===== src/design/hvd_pkg.sv =====
// ---------------------------------------------------------------------------
// Haversine distance package
// Shared widths, constants, the CORDIC arctangent table and the queue word type.
// ---------------------------------------------------------------------------
package hvd_pkg;

	localparam int unsigned CORDIC_STEPS = 28;
	localparam int unsigned ROOT_BITS    = 31;
	localparam int unsigned QUEUE_DEPTH  = 8;

	localparam int unsigned SINCOS_LAT = CORDIC_STEPS + 2;
	localparam int unsigned ISQRT_LAT  = ROOT_BITS + 1;
	localparam int unsigned BACK_LAT   = SINCOS_LAT + 4 + ISQRT_LAT + CORDIC_STEPS + 2;

	localparam int unsigned IN_DATA_W  = 104;
	localparam int unsigned OUT_DATA_W = 32;
	localparam int unsigned DIST_W     = 30;

	localparam logic signed [32:0] DEG_TO_PHASE    = 33'sd3054198966;
	localparam logic signed [32:0] CORDIC_INV_GAIN = 33'sd652032874;
	localparam logic [31:0]        DIST_SCALE      = 32'd3260231057;
	localparam logic [29:0]        DIST_MAX        = 30'd815057764;

	// Four phases, one full turn is 2^32.
	typedef struct packed {
		logic [31:0] p_latb;
		logic [31:0] p_lata;
		logic [31:0] p_dlon;
		logic [31:0] p_dlat;
	} phase_set_t;

	function automatic logic [29:0] atan_phase(input int unsigned idx);
		logic [29:0] r;
		case (idx)
			0: r = 30'd536870912;
			1: r = 30'd316933406;
			2: r = 30'd167458907;
			3: r = 30'd85004756;
			4: r = 30'd42667331;
			5: r = 30'd21354465;
			6: r = 30'd10679838;
			7: r = 30'd5340245;
			8: r = 30'd2670163;
			9: r = 30'd1335087;
			10: r = 30'd667544;
			11: r = 30'd333772;
			12: r = 30'd166886;
			13: r = 30'd83443;
			14: r = 30'd41722;
			15: r = 30'd20861;
			16: r = 30'd10430;
			17: r = 30'd5215;
			18: r = 30'd2608;
			19: r = 30'd1304;
			20: r = 30'd652;
			21: r = 30'd326;
			22: r = 30'd163;
			23: r = 30'd81;
			24: r = 30'd41;
			25: r = 30'd20;
			26: r = 30'd10;
			27: r = 30'd5;
			default: r = 30'd0;
		endcase
		return r;
	endfunction

endpackage


===== src/design/hvd_queue.sv =====
// ---------------------------------------------------------------------------
// Haversine phase queue
// Small register-file FIFO between the front and back parts.
// ---------------------------------------------------------------------------
module hvd_queue #(
	parameter int unsigned DEPTH = hvd_pkg::QUEUE_DEPTH
) (
	input  logic                       clk,
	input  logic                       arst_n,
	input  logic                       push,
	input  hvd_pkg::phase_set_t        push_data,
	input  logic                       pop,
	output hvd_pkg::phase_set_t        head,
	output logic                       empty,
	output logic [$clog2(DEPTH+1)-1:0] count
);
	localparam int unsigned AW = $clog2(DEPTH);
	localparam int unsigned CW = $clog2(DEPTH + 1);

	hvd_pkg::phase_set_t mem_q [0:DEPTH-1];
	logic [AW-1:0] wr_ptr_q, rd_ptr_q;
	logic [CW-1:0] count_q;

	always_ff @(posedge clk) begin
		if (push) begin
			mem_q[wr_ptr_q] <= push_data;
		end
	end

	always_ff @(posedge clk or negedge arst_n) begin
		if (!arst_n) begin
			wr_ptr_q <= '0;
			rd_ptr_q <= '0;
			count_q  <= '0;
		end else begin
			if (push) begin
				wr_ptr_q <= (wr_ptr_q == AW'(DEPTH - 1)) ? '0 : wr_ptr_q + 1'b1;
			end
			if (pop) begin
				rd_ptr_q <= (rd_ptr_q == AW'(DEPTH - 1)) ? '0 : rd_ptr_q + 1'b1;
			end
			if (push && !pop) begin
				count_q <= count_q + 1'b1;
			end else if (pop && !push) begin
				count_q <= count_q - 1'b1;
			end
		end
	end

	assign head  = mem_q[rd_ptr_q];
	assign empty = (count_q == '0);
	assign count = count_q;

endmodule


===== config.mk =====
export PLATFORM = sky130hd
export DESIGN_NAME = hvd_queue
export DESIGN_NICKNAME = d
export VERILOG_FILES = /design/src/design/hvd_pkg.sv /design/src/design/hvd_queue.sv
export SDC_FILE = /design/constraint.sdc
export NUM_CORES = 1
export LEC_CHECK = 0
export ABC_AREA = 1
export BUFFER_PORTS_ARGS = -buffer_cell sky130_fd_sc_hd__buf_2
export CAP_MARGIN = 20
export CORE_UTILIZATION = 55
export DETAILED_ROUTE_END_ITERATION = 7
export HOLD_SLACK_MARGIN = 0.05
export PLACE_DENSITY = 0.76
export SLEW_MARGIN = 25
export SYNTH_ARGS = -nofsm -noshare
export SYNTH_HDL_FRONTEND = slang
export SYNTH_SLANG_ARGS = --single-unit

===== constraint.sdc =====
create_clock -name clk -period 6.8 [get_ports clk]
set_clock_uncertainty 0.2 [all_clocks]
set_input_delay 0.34 -clock clk [delete_from_list [all_inputs] [get_ports clk]]
set_output_delay 0.34 -clock clk [all_outputs]
set_load 0.05 [all_outputs]

==> impl_metrics.csv <==
group,metric,value,unit
worst_setup_path,rr_worst_depth,3,
timing,setup_tns,0,ns
run_status,outcome,"completed",
die,die_h,286,um
die,rows,103,
timing,holdWs,0.280,ns
global_route,antenna_found_initial,10,
timing,fmax,226,MHz
yosys,muxShareOfSynthArea,0,
die,die_x,286,um
yosys,yosysMostFrequentCell,"nand2_1",
place,place_congestion,0.766,
die,ios,265,
timing,finalCritPeriodShare,0.650,
clocking,clk_latency,0.64,ns
drt,drt_first_pass_iters,6,
yosys,synth_xor_area_frac,0.000395,
drt,via_count,29500,
yosys,synth_top_family_by_area,"simple AND/OR/NAND/NOR gates",
flow_run,cap_violations,0,
clocking,cts_resized,0,
yosys,synth-compound-area-share,0.000902,
power,ir_drop,0.000519,V
drt,drc_errors,0,
yosys,synth_largest_area_cell,"edfxtp_1",
die,start_util,0.559,
place,numPortBuffers,264,
power,total_leakage_power,22.3,nW
yosys,synth_top_area_frac,0.693,
yosys,yosys_warnings,0,
yosys,async_flop_share,0.00967,
timing,hold_violations,0,
worst_setup_path,arrival,3.88,ns
drt,drt-total-wl,96200,um
timing,tightest_slew,1.18,ns
global_route,grt_usage,0.235,
drt,wire_per_inst,16.1,um
global_route,grt_overflow,0,
worst_setup_path,start_kind,"register",
timing,setup_ws,2.38,ns
yosys,ys_seq_area_frac,0.699,
clocking,cts_sinks,1034,
yosys,synth_ff_type,"edfxtp_1",
clocking,cts_tree,"yes",
clocking,clock-root-buffer,"clkbuf_16",
yosys,synth-adder-area-share,0.00243,
finish,area_delta_synth_final,15.3,%
timing,setup_viol,0,
timing,min_period,4.42,ns
min_path,holdCritPathClass,"in2reg",
drt,drt_iter0_drc,2272,
clocking,cts_buffers,103,
finish,drive_gt1_frac,0.0926,
power,power.total,0.0220,W
finish,fin_nets,4970,
drt,via_per_inst,4.94,
yosys,synth_cells,4500,
worst_setup_path,required,6.26,ns
yosys,syn-cell-area,0.0444,mm^2
global_route,grt_pass1_wl,149000,um
clocking,clk_path_buf_depth,3,
clocking,cts_max_level,3,
timing,rsz0062_at_grt,"false",
die,dieArea,0.0818,mm^2
place,preCtsSetupSlack,3.06,ns
power,p_per_area,429,mW/mm^2
global_route,grt_pass1_vias,28000,
yosys,yosys.area_share.simple,0.231,
yosys,synth-edff-count,1024,
yosys,ys_types,19,
clocking,clkTransAtPathRegs,0.06,ns
worst_setup_path,path_max_fanout,75,
place,hpwlAfterDp,46700,um
die,core,0.0794,mm^2
yosys,ys_ff_latch,1034,
min_path,hold_depth,2,
global_route,grt_start_max_net_pins,246,
timing,drv_slew,0,
worst_setup_path,endpoint_kind,"primary output",
yosys,synth_area_leaders,"edfxtp_1 (69%), nand2_1 (14%), nor2_1 (8.7%), inv_1 (4.4%), buf_2 (1.6%)",
yosys,ys_top_cells_by_count,"nand2_1 (1685), nor2_1 (1033), edfxtp_1 (1024)",
worst_setup_path,critPathKind,"reg2out",
yosys,syn_nets,4640,
yosys,syn_avg_cell_area,9.86,um^2
timing,slew_headroom,0.213,
drt,antenna_left,0,
==> sequential cells by signal (all words and copies together), names as in the netlist <==
| signal | count |
|---|---|
| wr_ptr_q | 3 |
| mem_q | 1024 |
| rd_ptr_q | 3 |
| count | 4 |
==> path summary, 6_finish.rpt <==
check,from,to,slack (ns)
max,rd_ptr_q[1],head[17],2.38
min,push_data[19],mem_q[0][19],0.28
max reg2reg,wr_ptr_q[0],mem_q[3][54],4.05
min reg2reg,count[2],count[2],0.37
max in group asynchronous,arst_n,rd_ptr_q[2],5.47
min in group asynchronous,arst_n,rd_ptr_q[1],0.54
==> worst max-delay path: stages (launching register included) <==
cell and delay (ns):
dfrtp_4 0.84, buf_4 0.77, buf_4 0.87, nor2_1 0.15, nand2_1 0.12, nand2_1 0.06, nand2_1 0.07, nand2_1 0.06
buf_2 0.21
==> layout make-up <==
cell class | count | area [um^2]
Clock buffer | 127 | 2740
Clock inverter | 61 | 654
Inverter | 524 | 1980
Sequential cell | 1034 | 31000
Timing Repair Buffer | 424 | 2990
Fill cell | 5953 | 28200
Antenna cell | 7 | 17.5
Multi-Input combinational cell | 2743 | 10500
Tap cell | 1050 | 1310
==> power by group <==
part           total [W]  internal [W]  leakage, nW  switching (W)
Combinational    0.00822       0.00193         11.2        0.00629
Clock            0.00567       0.00331         1.66        0.00236
Sequential       0.00808       0.00779         9.42       0.000298
==> layer usage <==
| metal | up-vias | routed length [um] | part of all wire | GRT usage |
|---|---|---|---|---|
| met1 | 13800 | 40500 | 0.42 | 0.316 |
| met5 | - | 51 | 0.00053 | 0 |
| met2 | 915 | 47000 | 0.49 | 0.392 |
| met4 | 8 | 2110 | 0.022 | 0.0726 |
| met3 | 166 | 6500 | 0.068 | 0.0384 |
| li1 | 14600 | - | - | - |
==> kinds of logic after synthesis <==
group / Yosys count
AO/OA/AOI/OAI: 8
adder cells (fa/ha/maj): 8
flip-flops: 1034
buffers and inverters: 723
XOR/XNOR: 2
AND/OR/NAND/NOR: 2725
==> repair_timing <==
| action | CTS | global route |
|---|---|---|
| hold endpoints to repair | 1041 | 0 |
| hold buffers | 132 | 0 |
| setup buffers | 0 | 0 |
==> through the flow <==
| stage | std cells | util | cell area, um^2 |
|---|---|---|---|
| 4_1_cts | 5963 | 0.644 | 51200 |
| 6_report | 5970 | 0.645 | 51200 |
| 2_1_floorplan | 4500 | - | 44400 |
| 3_3_place_gp | 5643 | 0.585 | 46400 |
| 3_5_place_dp | 5643 | 0.585 | 46400 |
| 5_1_grt | 5968 | 0.645 | 51200 |
==> cells in the final DEF, fill, tap and decap left out, types with 8 or more instances in the layout <==
cell              n
nand2_1        1685
nor2_1         1025
edfxtp_1       1024
inv_1           522
buf_2           264
dlygate4sd3_1   132
clkbuf_16       105
clkinv_1         20
clkinv_2         20
clkbuf_1         19
buf_4            17
bufinv_16        12
buf_12           11
nor2_4            8
Power figures use the tool's default switching activity.
