**src/design/hvd_pkg.sv**
```systemverilog
// ---------------------------------------------------------------------------
// Haversine distance package
// Shared widths, constants, the CORDIC arctangent table and the queue word type.
// ---------------------------------------------------------------------------
package hvd_pkg;

	localparam int unsigned CORDIC_STEPS = 28;
	localparam int unsigned ROOT_BITS    = 31;
	localparam int unsigned QUEUE_DEPTH  = 8;

	localparam int unsigned SINCOS_LAT = CORDIC_STEPS + 2;
	localparam int unsigned ISQRT_LAT  = ROOT_BITS + 1;
	localparam int unsigned BACK_LAT   = SINCOS_LAT + 4 + ISQRT_LAT + CORDIC_STEPS + 2;

	localparam int unsigned IN_DATA_W  = 104;
	localparam int unsigned OUT_DATA_W = 32;
	localparam int unsigned DIST_W     = 30;

	localparam logic signed [32:0] DEG_TO_PHASE    = 33'sd3054198966;
	localparam logic signed [32:0] CORDIC_INV_GAIN = 33'sd652032874;
	localparam logic [31:0]        DIST_SCALE      = 32'd3260231057;
	localparam logic [29:0]        DIST_MAX        = 30'd815057764;

	// Four phases, one full turn is 2^32.
	typedef struct packed {
		logic [31:0] p_latb;
		logic [31:0] p_lata;
		logic [31:0] p_dlon;
		logic [31:0] p_dlat;
	} phase_set_t;

	function automatic logic [29:0] atan_phase(input int unsigned idx);
		logic [29:0] r;
		case (idx)
			0: r = 30'd536870912;
			1: r = 30'd316933406;
			2: r = 30'd167458907;
			3: r = 30'd85004756;
			4: r = 30'd42667331;
			5: r = 30'd21354465;
			6: r = 30'd10679838;
			7: r = 30'd5340245;
			8: r = 30'd2670163;
			9: r = 30'd1335087;
			10: r = 30'd667544;
			11: r = 30'd333772;
			12: r = 30'd166886;
			13: r = 30'd83443;
			14: r = 30'd41722;
			15: r = 30'd20861;
			16: r = 30'd10430;
			17: r = 30'd5215;
			18: r = 30'd2608;
			19: r = 30'd1304;
			20: r = 30'd652;
			21: r = 30'd326;
			22: r = 30'd163;
			23: r = 30'd81;
			24: r = 30'd41;
			25: r = 30'd20;
			26: r = 30'd10;
			27: r = 30'd5;
			default: r = 30'd0;
		endcase
		return r;
	endfunction

endpackage

```
**src/design/hvd_front.sv**
```systemverilog
// ---------------------------------------------------------------------------
// Haversine front end
// Accepts coordinate words and turns them into four phase angles.
// ---------------------------------------------------------------------------
module hvd_front #(
	parameter int unsigned DEPTH = hvd_pkg::QUEUE_DEPTH
) (
	input  logic                                clk,
	input  logic                                arst_n,
	input  logic                                s_tvalid,
	output logic                                s_tready,
	input  logic [hvd_pkg::IN_DATA_W-1:0]       s_tdata,
	input  logic [$clog2(DEPTH+1)-1:0]          queue_count,
	output logic                                push,
	output hvd_pkg::phase_set_t                 push_data
);
	localparam int unsigned CW = $clog2(DEPTH + 1);

	logic [23:0] lat_a, lat_b;
	logic [24:0] lon_a, lon_b;
	logic signed [25:0] dlat_s1, dlon_s1, lata_s1, latb_s1;
	logic signed [59:0] pdlat_s2, pdlon_s2, plata_s2, platb_s2;
	logic signed [59:0] rdlat, rdlon, rlata, rlatb;
	logic vld_s1, vld_s2;
	logic accept;
	logic [CW:0] occupancy;

	assign lat_a = s_tdata[23:0];
	assign lon_a = s_tdata[48:24];
	assign lat_b = s_tdata[72:49];
	assign lon_b = s_tdata[97:73];

	// Words in flight here always reach the queue, so room is reserved for them.
	assign occupancy = {1'b0, queue_count} + (CW+1)'(vld_s1) + (CW+1)'(vld_s2);
	assign s_tready  = (occupancy < (CW+1)'(DEPTH));
	assign accept    = s_tvalid && s_tready;

	always_ff @(posedge clk or negedge arst_n) begin
		if (!arst_n) begin
			vld_s1 <= 1'b0;
			vld_s2 <= 1'b0;
		end else begin
			vld_s1 <= accept;
			vld_s2 <= vld_s1;
		end
	end

	always_ff @(posedge clk) begin
		dlat_s1 <= {{2{lat_b[23]}}, lat_b} - {{2{lat_a[23]}}, lat_a};
		dlon_s1 <= {lon_b[24], lon_b} - {lon_a[24], lon_a};
		lata_s1 <= {{2{lat_a[23]}}, lat_a};
		latb_s1 <= {{2{lat_b[23]}}, lat_b};
		pdlat_s2 <= 60'(dlat_s1 * hvd_pkg::DEG_TO_PHASE);
		pdlon_s2 <= 60'(dlon_s1 * hvd_pkg::DEG_TO_PHASE);
		plata_s2 <= 60'(lata_s1 * hvd_pkg::DEG_TO_PHASE);
		platb_s2 <= 60'(latb_s1 * hvd_pkg::DEG_TO_PHASE);
	end

	// Half differences take one more bit of shift than the plain latitudes.
	assign rdlat = pdlat_s2 + (60'sd1 <<< 24);
	assign rdlon = pdlon_s2 + (60'sd1 <<< 24);
	assign rlata = plata_s2 + (60'sd1 <<< 23);
	assign rlatb = platb_s2 + (60'sd1 <<< 23);

	assign push             = vld_s2;
	assign push_data.p_dlat = rdlat[56:25];
	assign push_data.p_dlon = rdlon[56:25];
	assign push_data.p_lata = rlata[55:24];
	assign push_data.p_latb = rlatb[55:24];

endmodule

```
**config.mk**
```make
export PLATFORM = sky130hd
export DESIGN_NAME = hvd_front
export DESIGN_NICKNAME = d
export VERILOG_FILES = /design/src/design/hvd_pkg.sv /design/src/design/hvd_front.sv
export SDC_FILE = /design/constraint.sdc
export NUM_CORES = 2
export LEC_CHECK = 0
export BUFFER_PORTS_ARGS = -buffer_cell sky130_fd_sc_hd__buf_2
export CAP_MARGIN = 20
export CORE_ASPECT_RATIO = 2
export CORE_MARGIN = 3
export CORE_UTILIZATION = 50
export CTS_CLUSTER_SIZE = 10
export DETAILED_ROUTE_END_ITERATION = 10
export PLACE_DENSITY = 0.67
export SYNTH_ARGS = -nofsm -noshare
export SYNTH_HDL_FRONTEND = slang
export SYNTH_SLANG_ARGS = --single-unit
```
**constraint.sdc**
```tcl
create_clock -name clk -period 16.5 [get_ports clk]
set_input_delay 0 -clock clk [delete_from_list [all_inputs] [get_ports clk]]
set_output_delay 0 -clock clk [all_outputs]
set_load 0.01 [all_outputs]
```
==> impl_metrics.yaml <==
route:
  num_vias: 32820
  ant_nets: 0
  drc_errors: 0
  routed.top_layer: "met4"
  detailedRoute.firstPassIterationCount: 5
  wirelength_um: 130500
  m1WireLength_um: 38940
  met3WireLength_um: 3919
  drt_iter0_markers: 1109
  met2_length_um: 71780
  detail_route.wl_per_cell_um: 20.97
  via_per_inst: 5.273
hold_path:
  min_path_type: "input pin to flip-flop"
  min-delay-start: "s_tdata[0]"
outcome:
  status: "finished, final reports clean"
clock_tree:
  clock_latency_ps: 620
  clk_pin_slew_ps: 60
  cts_tree: "built"
  ctsResizeCount: 0
  clockBufferDepth: 3
  cts_sinks: 233
  cts_htree_levels: 1
  cts_root_buf: "clkbuf_16"
  numCtsBuffers: 29
setup_path:
  worstPathMaxFanout: 9
  cp_cell_sequence: "fa_1, ha_1, fa_1, inv_1, fa_1, fa_1, inv_1, fa_1, fa_1, ha_1, nand2_1, o21ai_1, a221oi_2, o22ai_1, nor2_1, a21oi_1, o31ai_1, o21ai_1, a31o_2, a21oi_1, xnor2_1"
  r2r-start: "dlat_s1[24]"
  startpoint: "dlat_s1[24]"
  critPathBufInv: 2
  crit_path_start_kind: "flip-flop"
  cpMostUsedCell: "fa_1"
  cp_top_family: "adder cells"
  crit_slowest_cell: "fa_1"
  arrival_ps: 7720
  end_kind: "flip-flop"
  slowest_delay_ps: 650
  setup.worst_path.class: "flip-flop to flip-flop"
  required_ps: 17050
global_route:
  grt_pass1_wl_um: 201400
  grt_max_degree: 15
  first_global_vias: 37270
  antenna_found_initial: 0
  gr-usage-all-layers_pct: 28.65
  grt-ovfl-total: 0
timing:
  final.setup.tns_ps: 0
  fmaxAchievable_mhz: 139.4
  maxSlewHeadroom_pct: 44.60
  drv_slew: 0
  skew_ps: 14.13
  rsz0062_at_grt: "false"
  timing.final.crit_share_pct: 43.47
  final_hold_viol_count: 0
  fin_crit_ps: 7172
  worst_pin_slew_ps: 829.2
  setup_violations: 0
floorplan:
  rows: 155
  dieWidth_um: 218.1
  pin_count: 241
  die-height_um: 430.3
  initial_utilization_pct: 50.44
  core-area_um2: 89210
  dieArea_um2: 93850
layout:
  mostFrequentLayoutCells: "inv_1 (1349), ha_1 (924), fa_1 (728)"
  area_delta_synth_final_pct: 10.43
  final_common_cell: "inv_1"
  multi_input_area_um2: 35200
  fillers: 8033
  seq_area_um2: 4674
  antennaDiodeCount: 0
  fin_nets: 6802
  drive_gt1_share_pct: 6.121
place:
  port_buffers: 234
  routabilityCongestion: 1.035
  dp.final_hpwl_um: 117600
flow_run:
  drv_cap: 0
synthesis:
  synth_edf_count: 0
  yosysWarnings: 0
  ys_types: 77
  syn_inst: 4661
  async_flop_share_pct: 0.8584
  ys_seq_area_share_pct: 10.39
  syn_avg_cell_area_um2: 9.654
  syn-num-nets: 6424
  yosys_register_bits: 233
  netlist_area_um2: 45000
  synth_ff_type: "dfxtp_1"
-- registers in the layout, summed over array words and instances (netlist names), 24 cells and up --
name      count
pdlon_s2     33
pdlat_s2     33
platb_s2     33
plata_s2     33
latb_s1      24
lata_s1      24
dlat_s1      25
dlon_s1      26
-- synthesized netlist by cell type (all sizes together), types with 5 or more instances --
cell / number / area (um2)
a211o: 5 / 43.79
a211oi: 10 / 80.07
a21boi: 8 / 60.06
a21o: 119 / 893.4
a21oi: 175 / 890.9
a221oi: 6 / 58.80
a31o: 7 / 61.31
a31oi: 16 / 121.4
a41oi: 5 / 62.56
and2: 14 / 87.59
and3: 47 / 294.0
and4: 15 / 131.4
clkbuf: 14 / 52.55
dfxtp: 231 / 4624
fa: 728 / 14570
ha: 924 / 11560
inv: 1350 / 5067
nand2: 142 / 535.5
nand2b: 10 / 62.56
nand3: 80 / 400.4
nand4: 55 / 344.1
nor2: 114 / 427.9
nor2b: 39 / 244.0
nor3: 33 / 170.2
nor4: 6 / 37.54
o211ai: 8 / 65.06
o21a: 15 / 112.6
o21ai: 91 / 463.0
o21bai: 23 / 176.4
o31ai: 12 / 117.6
or2: 9 / 56.30
or3: 5 / 31.28
xnor2: 207 / 1813
xor2: 91 / 797.0
-- layer usage --
layer  track usage (%)  up-vias
met4             27.11        0
li1                  -    15420
met3             2.397      514
met1             24.75    15990
met2             55.88      905
met5                 0        -
-- area by class of cell --
type	count	share of cell area (%)
multi-input cells	3064	70.85
inverters	1350	10.20
flip-flops and latches	233	9.407
repair buffers	361	4.915
well taps	1177	2.964
clock buffers	34	1.539
clock inverters	6	0.1309
-- cell families (layout without fill, tap and decap cells) --
kind of cell    after synthesis  count (layout)  synth area share, %
flops                       233             233                10.39
buf+inv                    1364            1751                11.38
compound gates              534             534                7.861
fa+ha+maj                  1652            1652                58.08
simple gates                580             580                6.490
xor+xnor                    298             298                5.800
-- path summary, 6_finish.rpt --
| check | slack, ps | to | depth (start not counted) |
|---|---|---|---|
| setup / recovery | 9330 | pdlat_s2[56] | 21 |
| hold / removal | 40 | lata_s1[0] | 2 |
| setup reg to reg | 9330 | pdlat_s2[56] | 21 |
| hold reg to reg | 370 | push | 0 |
| max in group asynchronous | 16130 | vld_s1 | 3 |
| min in group asynchronous | 240 | push | 3 |
-- metrics by stage --
stage	worst slack (ps)	area [um2]	util (%)	hold WS [ps]	std cells
global route	8927	49690	55.70	20.99	6225
finish	9328	49690	55.70	41.53	6225
global placement	9416	47590	53.34	-214.7	6058
CTS	9327	49690	55.70	2.591	6225
detailed placement	9349	47590	53.34	-213.9	6058
floorplan	10290	45000	-	-295.6	4661
-- timing repair --
action,in CTS,in global routing
buffers inserted,0,0
endpoints found under the hold margin,100,0
hold buffers,127,0
setup endpoints to repair,0,0
-- worst register-to-register path, delay by kind of cell, from the launching register on --
kind,cells,cell delay [ps]
flops,1,600
xor+xnor,1,130
compound gates,8,1900
buf+inv,2,180
simple gates,2,240
fa+ha+maj,8,4060
Power is left out: the tool's default activity adds up to more than one toggle a clock period on the data nets, which glitch-free logic cannot reach.
